[src/sv/ifrq_pkg.sv]
package ifrq_pkg;

    localparam int IMAGE_BYTES_DEF = 784;

    localparam int BYTE_W   = 8;
    localparam int GAIN_W   = 24;
    localparam int COUNT_W  = 32;
    localparam int SEQ_W    = 32;
    localparam int INDEX_W  = 10;
    localparam int CFG_IDX_W = 2;
    localparam int CFG_DATA_W = 32;

    localparam logic [31:0] SYNC_WORD = 32'h4B4D_4E31;
    localparam logic [3:0]  HEADER_LAST = 4'd7;

    localparam logic                quantize_on_RST = 1'b1;
    localparam logic [GAIN_W-1:0]   PIXEL_GAIN_RST  = 24'd65536;
    localparam logic signed [7:0]   ZERO_OFFSET_RST = -8'sd128;

    localparam logic signed [17:0]  PIX_MIN = -18'sd128;
    localparam logic signed [17:0]  PIX_MAX = 18'sd127;

    typedef enum logic [CFG_IDX_W-1:0] {
        CFG_QUANTIZE_ON = 2'd0,
        CFG_PIXEL_GAIN  = 2'd1,
        CFG_ZERO_OFFSET = 2'd2
    } cfg_index_t;

    typedef enum logic [3:0] {
        PH_HUNT    = 4'b0001,
        PH_HEADER  = 4'b0010,
        PH_PAYLOAD = 4'b0100,
        PH_DISCARD = 4'b1000
    } phase_t;

endpackage

[src/sv/image_frame_receiver_quantizer_unit.sv]
// Frame receiver and pixel quantizer.
// Input channel (in_valid/in_ready, rx_byte): one received byte per item.
// The block hunts for the sync word "KMN1", then reads a little-endian
// sequence number and length. A length other than IMAGE_BYTES is skipped
// byte by byte; a matching frame yields one result per payload byte.
// Output channel (out_valid/out_ready): frame_seq, pixel_value (int8
// quantized, or raw bits when quantize_on is 0), pixel_index, last_pixel.
// Config channel (cfg_valid/cfg_ready, cfg_index, cfg_data): always ready;
// write only while no item is in flight. Unused indexes are ignored.
// A received byte passes through the input register, then the result register;
// the result register loads when the input register advances. Throughput:
// one byte per cycle while the output is not stalled, set by the
// combinational 8x24 multiply and the phase update.
// Reset puts the block in the hunt phase with empty window and counters
// and loads the register defaults; no results are pending.
// When the receiver stalls, the result register holds, the input register holds
// at most one byte, and in_ready stays low while it is full.
module image_frame_receiver_quantizer_unit
#(
    parameter int IMAGE_BYTES = ifrq_pkg::IMAGE_BYTES_DEF
)
(
    input  logic                             clk,
    input  logic                             rst_n,

    input  logic                             in_valid,
    output logic                             in_ready,
    input  logic [ifrq_pkg::BYTE_W-1:0]      rx_byte,

    output logic                             out_valid,
    input  logic                             out_ready,
    output logic [ifrq_pkg::SEQ_W-1:0]       frame_seq,
    output logic signed [7:0]                pixel_value,
    output logic [ifrq_pkg::INDEX_W-1:0]     pixel_index,
    output logic                             last_pixel,

    input  logic                             cfg_valid,
    output logic                             cfg_ready,
    input  logic [ifrq_pkg::CFG_IDX_W-1:0]   cfg_index,
    input  logic [ifrq_pkg::CFG_DATA_W-1:0]  cfg_data
);

    localparam logic [ifrq_pkg::COUNT_W-1:0] IMAGE_LEN  = ifrq_pkg::COUNT_W'(IMAGE_BYTES);
    localparam logic [ifrq_pkg::INDEX_W-1:0] LAST_INDEX = ifrq_pkg::INDEX_W'(IMAGE_BYTES - 1);

    logic                                quantize_on_reg;
    logic [ifrq_pkg::GAIN_W-1:0]         pixel_gain_reg;
    logic signed [7:0]                   zero_offset_reg;

    logic                                s1_valid_reg;
    logic [ifrq_pkg::BYTE_W-1:0]         s1_byte_reg;

    ifrq_pkg::phase_t                    phase_reg, phase_next;
    logic [23:0]                         window_reg, window_next;
    logic [ifrq_pkg::COUNT_W-1:0]        count_reg, count_next;
    logic [ifrq_pkg::SEQ_W-1:0]          seq_reg, seq_next;
    logic [ifrq_pkg::COUNT_W-1:0]        length_reg, length_next;

    logic                                out_valid_reg;
    logic [ifrq_pkg::SEQ_W-1:0]          frame_seq_reg;
    logic [7:0]                          pixel_value_reg;
    logic [ifrq_pkg::INDEX_W-1:0]        pixel_index_reg;
    logic                                last_pixel_reg;

    logic                                advance;
    logic                                emit;
    logic                                is_last;
    logic [ifrq_pkg::COUNT_W-1:0]        count_inc;
    logic [31:0]                         full_length;
    logic [4:0]                          byte_shift;
    logic [7:0]                          quant_value;

    assign cfg_ready = 1'b1;

    always_ff @(posedge clk or negedge rst_n)
    begin
        if (!rst_n)
        begin
            quantize_on_reg <= ifrq_pkg::quantize_on_RST;
            pixel_gain_reg  <= ifrq_pkg::PIXEL_GAIN_RST;
            zero_offset_reg <= ifrq_pkg::ZERO_OFFSET_RST;
        end
        else if (cfg_valid && cfg_ready)
        begin
            unique case (ifrq_pkg::cfg_index_t'(cfg_index))
                ifrq_pkg::CFG_QUANTIZE_ON: quantize_on_reg <= cfg_data[0];
                ifrq_pkg::CFG_PIXEL_GAIN:  pixel_gain_reg  <= cfg_data[ifrq_pkg::GAIN_W-1:0];
                ifrq_pkg::CFG_ZERO_OFFSET: zero_offset_reg <= $signed(cfg_data[7:0]);
                default:                   ;
            endcase
        end
    end

    assign advance  = s1_valid_reg && (!out_valid_reg || out_ready);
    assign in_ready = !s1_valid_reg || advance;

    always_ff @(posedge clk or negedge rst_n)
    begin
        if (!rst_n)
        begin
            s1_valid_reg <= 1'b0;
        end
        else if (in_ready)
        begin
            s1_valid_reg <= in_valid;
        end
    end

    always_ff @(posedge clk)
    begin
        if (in_valid && in_ready)
        begin
            s1_byte_reg <= rx_byte;
        end
    end

    ifrq_quant u_quant
    (
        .pixel_byte  (s1_byte_reg),
        .quantize_on (quantize_on_reg),
        .pixel_gain  (pixel_gain_reg),
        .zero_offset (zero_offset_reg),
        .pixel_value (quant_value)
    );

    always_comb
    begin
        phase_next  = phase_reg;
        window_next = window_reg;
        count_next  = count_reg;
        seq_next    = seq_reg;
        length_next = length_reg;
        emit        = 1'b0;
        count_inc   = count_reg + 32'd1;
        is_last     = (count_inc == IMAGE_LEN);
        byte_shift  = {count_reg[1:0], 3'b000};
        full_length = {s1_byte_reg, length_reg[23:0]};

        unique case (phase_reg)
            ifrq_pkg::PH_HUNT:
            begin
                if ({window_reg, s1_byte_reg} == ifrq_pkg::SYNC_WORD)
                begin
                    phase_next  = ifrq_pkg::PH_HEADER;
                    count_next  = '0;
                    seq_next    = '0;
                    length_next = '0;
                end
                else
                begin
                    window_next = {window_reg[15:0], s1_byte_reg};
                end
            end
            ifrq_pkg::PH_HEADER:
            begin
                if (!count_reg[2])
                begin
                    seq_next = seq_reg | (32'(s1_byte_reg) << byte_shift);
                end
                else
                begin
                    length_next = length_reg | (32'(s1_byte_reg) << byte_shift);
                end
                count_next = count_inc;
                if (count_reg[3:0] == ifrq_pkg::HEADER_LAST)
                begin
                    count_next = '0;
                    if (full_length == IMAGE_LEN)
                    begin
                        phase_next = ifrq_pkg::PH_PAYLOAD;
                    end
                    else if (full_length == 32'd0)
                    begin
                        phase_next  = ifrq_pkg::PH_HUNT;
                        window_next = '0;
                    end
                    else
                    begin
                        phase_next = ifrq_pkg::PH_DISCARD;
                    end
                end
            end
            ifrq_pkg::PH_DISCARD:
            begin
                count_next = count_inc;
                if (count_inc >= length_reg)
                begin
                    phase_next  = ifrq_pkg::PH_HUNT;
                    window_next = '0;
                    count_next  = '0;
                end
            end
            ifrq_pkg::PH_PAYLOAD:
            begin
                emit       = 1'b1;
                count_next = count_inc;
                if (is_last)
                begin
                    phase_next  = ifrq_pkg::PH_HUNT;
                    window_next = '0;
                    count_next  = '0;
                end
            end
            default:
            begin
                phase_next  = ifrq_pkg::PH_HUNT;
                window_next = '0;
                count_next  = '0;
            end
        endcase
    end

    always_ff @(posedge clk or negedge rst_n)
    begin
        if (!rst_n)
        begin
            phase_reg  <= ifrq_pkg::PH_HUNT;
            window_reg <= '0;
            count_reg  <= '0;
            seq_reg    <= '0;
            length_reg <= '0;
        end
        else if (advance)
        begin
            phase_reg  <= phase_next;
            window_reg <= window_next;
            count_reg  <= count_next;
            seq_reg    <= seq_next;
            length_reg <= length_next;
        end
    end

    always_ff @(posedge clk or negedge rst_n)
    begin
        if (!rst_n)
        begin
            out_valid_reg <= 1'b0;
        end
        else if (advance)
        begin
            out_valid_reg <= emit;
        end
        else if (out_ready)
        begin
            out_valid_reg <= 1'b0;
        end
    end

    always_ff @(posedge clk)
    begin
        if (advance && emit)
        begin
            frame_seq_reg   <= seq_reg;
            pixel_value_reg <= quant_value;
            pixel_index_reg <= count_reg[ifrq_pkg::INDEX_W-1:0];
            last_pixel_reg  <= is_last;
        end
    end

    assign out_valid   = out_valid_reg;
    assign frame_seq   = frame_seq_reg;
    assign pixel_value = $signed(pixel_value_reg);
    assign pixel_index = pixel_index_reg;
    assign last_pixel  = last_pixel_reg;

    a_payload_count: assert property (@(posedge clk) disable iff (!rst_n)
        phase_reg == ifrq_pkg::PH_PAYLOAD |-> count_reg < IMAGE_LEN)
        else $error("payload count beyond frame size");

    a_header_count: assert property (@(posedge clk) disable iff (!rst_n)
        phase_reg == ifrq_pkg::PH_HEADER |-> count_reg < 32'd8)
        else $error("header count beyond eight bytes");

    a_discard_count: assert property (@(posedge clk) disable iff (!rst_n)
        phase_reg == ifrq_pkg::PH_DISCARD |-> count_reg < length_reg)
        else $error("discard count beyond frame length");

    a_last_index: assert property (@(posedge clk) disable iff (!rst_n)
        out_valid_reg && last_pixel_reg |-> pixel_index_reg == LAST_INDEX)
        else $error("last pixel at wrong index");

    a_last_hunt: assert property (@(posedge clk) disable iff (!rst_n)
        advance && emit && is_last |=> phase_reg == ifrq_pkg::PH_HUNT && window_reg == 24'd0)
        else $error("no new hunt after last pixel");

endmodule

[src/sv/ifrq_quant.sv]
module ifrq_quant
(
    input  logic [ifrq_pkg::BYTE_W-1:0] pixel_byte,
    input  logic                        quantize_on,
    input  logic [ifrq_pkg::GAIN_W-1:0] pixel_gain,
    input  logic signed [7:0]           zero_offset,
    output logic [7:0]                  pixel_value
);

    logic [31:0]        product;
    logic [15:0]        whole;
    logic [15:0]        frac;
    logic               round_up;
    logic [16:0]        rounded;
    logic signed [17:0] biased;
    logic [7:0]         quantized;

    always_comb
    begin
        product  = 32'(pixel_byte) * 32'(pixel_gain);
        whole    = product[31:16];
        frac     = product[15:0];
        round_up = (frac > 16'h8000) || ((frac == 16'h8000) && whole[0]);
        rounded  = 17'(whole) + 17'(round_up);
        biased   = $signed({1'b0, rounded}) + 18'(zero_offset);
        if (biased < ifrq_pkg::PIX_MIN)
        begin
            quantized = 8'h80;
        end
        else if (biased > ifrq_pkg::PIX_MAX)
        begin
            quantized = 8'h7F;
        end
        else
        begin
            quantized = biased[7:0];
        end
        pixel_value = quantize_on ? quantized : pixel_byte;
    end

endmodule

[config.mk]
export PLATFORM = sky130hd
export DESIGN_NAME = image_frame_receiver_quantizer_unit
export DESIGN_NICKNAME = d
export VERILOG_FILES = /design/src/sv/ifrq_pkg.sv /design/src/sv/image_frame_receiver_quantizer_unit.sv /design/src/sv/ifrq_quant.sv
export SDC_FILE = /design/constraint.sdc
export NUM_CORES = 1
export LEC_CHECK = 0
export BUFFER_PORTS_ARGS = -buffer_cell sky130_fd_sc_hd__buf_4
export CORE_MARGIN = 1
export CORE_UTILIZATION = 53
export CTS_CLUSTER_SIZE = 28
export DETAILED_ROUTE_END_ITERATION = 12
export PLACE_DENSITY = 0.71
export SYNTH_ARGS = -nofsm -noshare
export SYNTH_HDL_FRONTEND = slang
export SYNTH_HIERARCHICAL = 1
export SYNTH_SLANG_ARGS = --single-unit
[constraint.sdc]
create_clock -name clk -period 8.8 [get_ports clk]
set_input_delay 0.44 -clock clk [delete_from_list [all_inputs] [get_ports clk]]
set_output_delay 0.44 -clock clk [all_outputs]
set_load 0.05 [all_outputs]
# Word level (Yosys, flattened, before mapping)
# Index checks and enable logic that the tools add are counted.
[classes]
n_addsub = 3
multipliers = 1
div = 0
n_lt_le_gt_ge = 4
eq_ne = 20
shifts = 1
mux = 29
bitwise = 2
n_reduce_logical = 21
[op_table]
columns = ["operator", "count"]
rows = [
  ["32-bit 2-to-1 mux", 6],
  ["24-bit 2-to-1 mux", 6],
  ["32-bit one-hot mux with 2 select lines", 2],
  ["32-bit one-hot mux with 4 select lines", 1],
  ["24-bit one-hot mux with 4 select lines", 1],
  ["32-bit by 10-bit == test with 1-bit output (second input constant)", 2],
  ["32-bit OR", 2],
  ["32-bit by 1-bit adder with 32-bit output (second input constant)", 1],
  ["32-bit by 31-bit == test with 1-bit output (second input constant)", 1],
  ["32-bit >= comparator", 1],
  ["32-bit zero test", 1],
  ["8-bit by 24-bit multiplier with 32-bit output", 1],
  ["8-bit by 5-bit << shifter with 32-bit output", 1],
  ["4-bit 2-to-1 mux", 6],
  ["8-bit 2-to-1 mux", 3],
  ["18-bit by 8-bit adder with 18-bit output", 1],
  ["18-bit by 8-bit > comparator with 1-bit output (second input constant)", 1],
  ["18-bit by 8-bit < comparator with 1-bit output (second input constant)", 1],
  ["2-bit inequality test (second input constant)", 9],
  ["16-bit by 1-bit adder with 17-bit output", 1],
  ["16-bit == test (second input constant)", 1],
  ["16-bit > comparator (second input constant)", 1],
  ["4-bit one-hot mux with 4 select lines", 1],
  ["4-bit by 3-bit == test with 1-bit output (second input constant)", 2],
  ["15 further kinds", 28],
]
[word_totals]
register_bits = 218
latch_bits = 0
mem_bits_rw = 0
mem_bits_ro = 0
input_bits = 47
output_inout_bits = 54
memories = 0

# Depth between registers and ports, before layout
[logic_depth]
ltp_word = 10
depth_mapped = 37

# By module
# Netlist, hierarchy kept.
[by_module_without_submodules]
columns = ["module", "n_inst", "cells_each", "area_each_um2", "seq_area_each_um2"]
rows = [
  ["image_frame_receiver_quantizer_unit", 1, 903, 10113.4, 5755.5],
  ["ifrq_quant", 1, 950, 7816.2, 0.0],
]

# Least setup slack after synthesis
# OpenSTA, ideal clock, no wires.
[synth_timing]
kind = "register to register"
start = "register s1_byte_reg[7] (netlist bit)"
end = "register pixel_value_reg[2] (netlist: pixel_value[2]) (data pin)"
setup_time_ns = 0.264
t_arrival_ns = 7.835
t_required_ns = 8.536
slack_ns = 0.701
path_stages_with_launch = 35
n_path_buf = 2
synth_period_minus_slack_ns = 8.099
path_cell_list = "edfxtp_1 > clkbuf_1 > nand2_1 > fa_1 > fa_1 > inv_1 > fa_1 > fa_1 > ha_1 > clkbuf_1 > a21o_1 > nor2_1 > a21oi_1 > o21ai_0 > nand2b_1 > a21o_1 > a211o_1 > a2111oi_0 > a21oi_1 > ha_1 > ha_1 > nand3_2 > and4bb_2 > nand3_1 > xor2_1 > ha_1 > and4_1 > and2_1 > a221oi_1 > and3_1 > o21ai_0 > nor4_1 > a41oi_1 > o21ai_0 > o21ai_0"
[synth_via]
elab_chain_cells = 10
word_cells_on_any_way = 12
cone_classes = "add/sub (2); mul (1); order compare (3); eq/ne (1); mux (3); reduce/logical (2)"
[synth_lines]
columns = ["item", "line_no", "source"]
rows = [
  ["from (decl)", "image_frame_receiver_quantizer_unit.sv:51", "logic [ifrq_pkg::BYTE_W-1:0] s1_byte_reg;"],
  ["from (signal assigned)", "image_frame_receiver_quantizer_unit.sv:113", "s1_byte_reg <= rx_byte;"],
  ["8-bit by 24-bit multiplier with 32-bit output *", "ifrq_quant.sv:20", "product = 32'(pixel_byte) * 32'(pixel_gain);"],
  ["branches (longest 3 deep; another with 16-bit > comparator)", "--", ""],
  ["16-bit by 1-bit adder with 17-bit output *", "ifrq_quant.sv:24", "rounded = 17'(whole) + 17'(round_up);"],
  ["18-bit by 8-bit adder with 18-bit output *", "ifrq_quant.sv:25", "biased = $signed({1'b0, rounded}) + 18'(zero_offset);"],
  ["18-bit by 8-bit > comparator with 1-bit output", "ifrq_quant.sv:30", "else if (biased > ifrq_pkg::PIX_MAX)"],
  ["8-bit 2-to-1 mux", "ifrq_quant.sv:30", ""],
  ["8-bit 2-to-1 mux *", "ifrq_quant.sv:26", "if (biased < ifrq_pkg::PIX_MIN)"],
  ["8-bit 2-to-1 mux *", "ifrq_quant.sv:38", "pixel_value = quantize_on ? quantized : pixel_byte;"],
  ["named net quant_value[2]", "image_frame_receiver_quantizer_unit.sv:71", "logic [7:0] quant_value;"],
  ["to (signal assigned)", "image_frame_receiver_quantizer_unit.sv:254", "pixel_value_reg <= quant_value;"],
  ["to (decl)", "image_frame_receiver_quantizer_unit.sv:61", "logic [7:0] pixel_value_reg;"],
]
# Mark *: on every way through the listed nets, which the timed path passes.
# A chain may end at the register's enable or synchronous reset.

# Worst setup path in the final report
[layout_timing]
start = "register s1_byte_reg[5] (netlist bit)"
end = "register pixel_value_reg[3] (netlist: pixel_value[3]) (data pin)"
# Same word-level chain as after synthesis.

==> summary.txt <==
Global route
  • Vias in the first global route: ~14,000
  • Pin count of the biggest net entering global routing: 87
  • GRT Max-Usage Layer: met2
  • Tot GR Track Use: a little over a quarter
  • Global-route wire length before repair: 73,800 um
  • GRT overflow: 0
  • Global routing usage on met1: between 30% and 40%
  • Antenna violations before repair: 2
  • Met3 usage: 4.54%
  • Grt met2 use: 46.6%

Clock tree
  • Root buffer cell: clkbuf_16
  • H-Tree Depth: 1
  • Worst skew pair latency: between 500 and 600 ps
  • CTS tree: built
  • Clock slew at reported path FFs: ~60 ps
  • Maximum clock insertion buffer count: 3
  • CTS sink count: roughly 220
  • Num CTS Buffers: 24

Setup path
  • Top Family by Delay on Critical Path: adder cells
  • Kind of start point of the critical path: register
  • Worst path bufs/invs: 3
  • CP Data Required Time: around 9000 ps
  • Crit-path most repeated cell: o21ai_0
  • Crit path max fanout: 7
  • Slowest cell on crit path: fa_1
  • Setup Crit Path Kind: register to register
  • Crit path DAT: 8750 ps
  • CP max stage delay: between 500 and 600 ps
  • Critical Path Sink Type: register

Floorplanning
  • Placeable Area: approximately 33,000 um2
  • Die area: between 30,000 and 40,000 um2
  • Initial core utilization: between 50% and 60%
  • # rows: 66
  • Io pins: a little over 100
  • DIE HEIGHT: between 150 and 200 um
  • Die W: 186 um

Synthesis
  • Top cells by count, synth: inv_1, nand2_1, dfrtp_1
  • Yosys reg bits: around 220
  • Gate Count Post-Synth: approximately 1,900
  • Mapped Nets: 2,139
  • Cell taking the most area after synthesis: dfrtp_1
  • Ranking of synthesized cells by area: dfrtp_1, fa_1, edfxtp_1
  • Count leader, synth: inv_1
  • Post-synth EDFFs: just under 60
  • Register area share after synthesis: 32.1%
  • Top-area cell type share of the netlist area: 21.6%
  • Most common flop cell mapped by yosys: dfrtp_1
  • Post-synthesis cell type count: 97
  • Syn Area/Cell: 9.68 um2
  • Post-synth design cell area: between 15,000 and 20,000 um2
  • Yosys warns: 6
  • Async S/R FF share, synth: between 70% and 80%

Final layout
  • Diodes inserted: 0
  • Layout Cells excl Fill: between 2,000 and 2,500
  • Post-layout instance area: slightly above 20,000 um2
  • Final nets: 2,226
  • Layout cells sized above 1: between 10% and 20%
  • Syn-to-layout area delta: 13.0%
  • FILL cells: 2,750

Timing
  • Fin crit period: about 8500 ps
  • Fin. Hold Viols: 6
  • Fmax: between 0.1 and 0.15 GHz
  • Fin worst setup slack: 301 ps
  • Worst slew pin tran: about 1200 ps
  • Clock skew: just over 9 ps
  • Max Slew Vio Count: 0
  • Setup violators final: 0
  • Fin crit share: 96.6%
  • Slew HR: around a fifth
  • Hold slack: -27.4 ps

Route
  • Via/cell ratio: 5.82
  • DRC Markers: 0
  • TritonRoute pass-1 iters: 5
  • Antenna Violating Nets Remaining: 0
  • Routed len/inst: 19.3 um
  • Initial drt markers: between 800 and 900
  • Via count: ~14,000
  • DRT Wirelength: around 46,000 um

Place
  • # placed instances: approximately 2,300
  • Pre-CTS WS: -24.1 ps
  • Detailed Place HPWL: about 34,000 um
  • Routability cong.: between 0.9 and 1
  • IO buf count: slightly above 90
  • Placed cell area: ~19,000 um2

Job
  • Max Cap Violations: 0

Run status
  • Failing checks: negative hold slack
  • Outcome: finished with violations

Min path
  • Worst Hold Class: input port to asynchronous set/reset pin
stage by stage:
step / setup TNS (ps) / utilization, %
4_1_cts: 0 / 60.5
2_1_floorplan: 0 / -
5_1_grt: -624 / 61.5
3_5_place_dp: -42.2 / 58.1
3_3_place_gp: 0 / 58.1
6_report: 0 / 61.5
kinds of logic after synthesis:
logic type | share of synthesized area [%]
muxes | 3.64
DFF | 32.1
buffers and inverters | 6.57
xor gates and xnor gates | 4.19
adders and majority gates | 22.2
AOI/OAI and AO/OA | 12.3
other | 0.0209
and+or+nand+nor | 18.9
routing by layer:
metal | vias up | part of all wire (%) | wire length [um]
li1 | 6486 | - | -
met2 | 388 | 49 | 22700
met1 | 7004 | 42 | 19200
met4 | 4 | 3.1 | 1420
met3 | 86 | 6.2 | 2880
met5 | - | 0.058 | 27
placed cells by master, fill, tap and decap left out, drive strengths merged, types with 14 or more instances in the layout:
| cell type | n |
|---|---|
| mux2i | 27 |
| fa | 133 |
| buf | 150 |
| a21o | 26 |
| nor4 | 22 |
| ha | 106 |
| nand4 | 26 |
| xnor2 | 45 |
| dfrtp | 155 |
| xor2 | 39 |
| nor2 | 127 |
| clkbuf | 31 |
| and2 | 137 |
| edfxtp | 59 |
| a22o | 21 |
| nand2 | 160 |
| a21oi | 123 |
| nand3 | 43 |
| and4 | 14 |
| mux2 | 34 |
| nor3 | 30 |
| o21ai | 49 |
| inv | 207 |
cell type report:
type                    count  area, um2  area share, %
repair buffers            151       1200           5.92
flip-flops and latches    218       5760           28.4
clock inverters            14        138          0.680
inverters                 205        769           3.80
clock buffers              30        654           3.23
multi-input cells        1340      11200           55.2
well taps                 442        553           2.73
final timing paths:
check | cells after the start | startpoint | endpoint | slack [ps]
max in group asynchronous | 2 | rst_n | seq_reg[30] | 7270
worst max register to register | 33 | s1_byte_reg[5] | pixel_value[3] | 300
worst min register to register | 0 | seq_reg[0] | frame_seq[0] | 450
worst min-delay path | 1 | rst_n | count_reg[24] | -30
min in group clk | 1 | rx_byte[5] | s1_byte_reg[5] | 100
worst max-delay path | 33 | s1_byte_reg[5] | pixel_value[3] | 300
repair_timing:
item / CTS / global route
hold buffers: 0 / 0
pin swaps: 0 / 14
buffers inserted: 0 / 12
gates resized for setup: 5 / 50
setup endpoints to repair: 6 / 7
gates cloned: 0 / 1
Power is left out: the tool's default activity adds up to more than one toggle a clock period on the data nets, which glitch-free logic cannot reach.
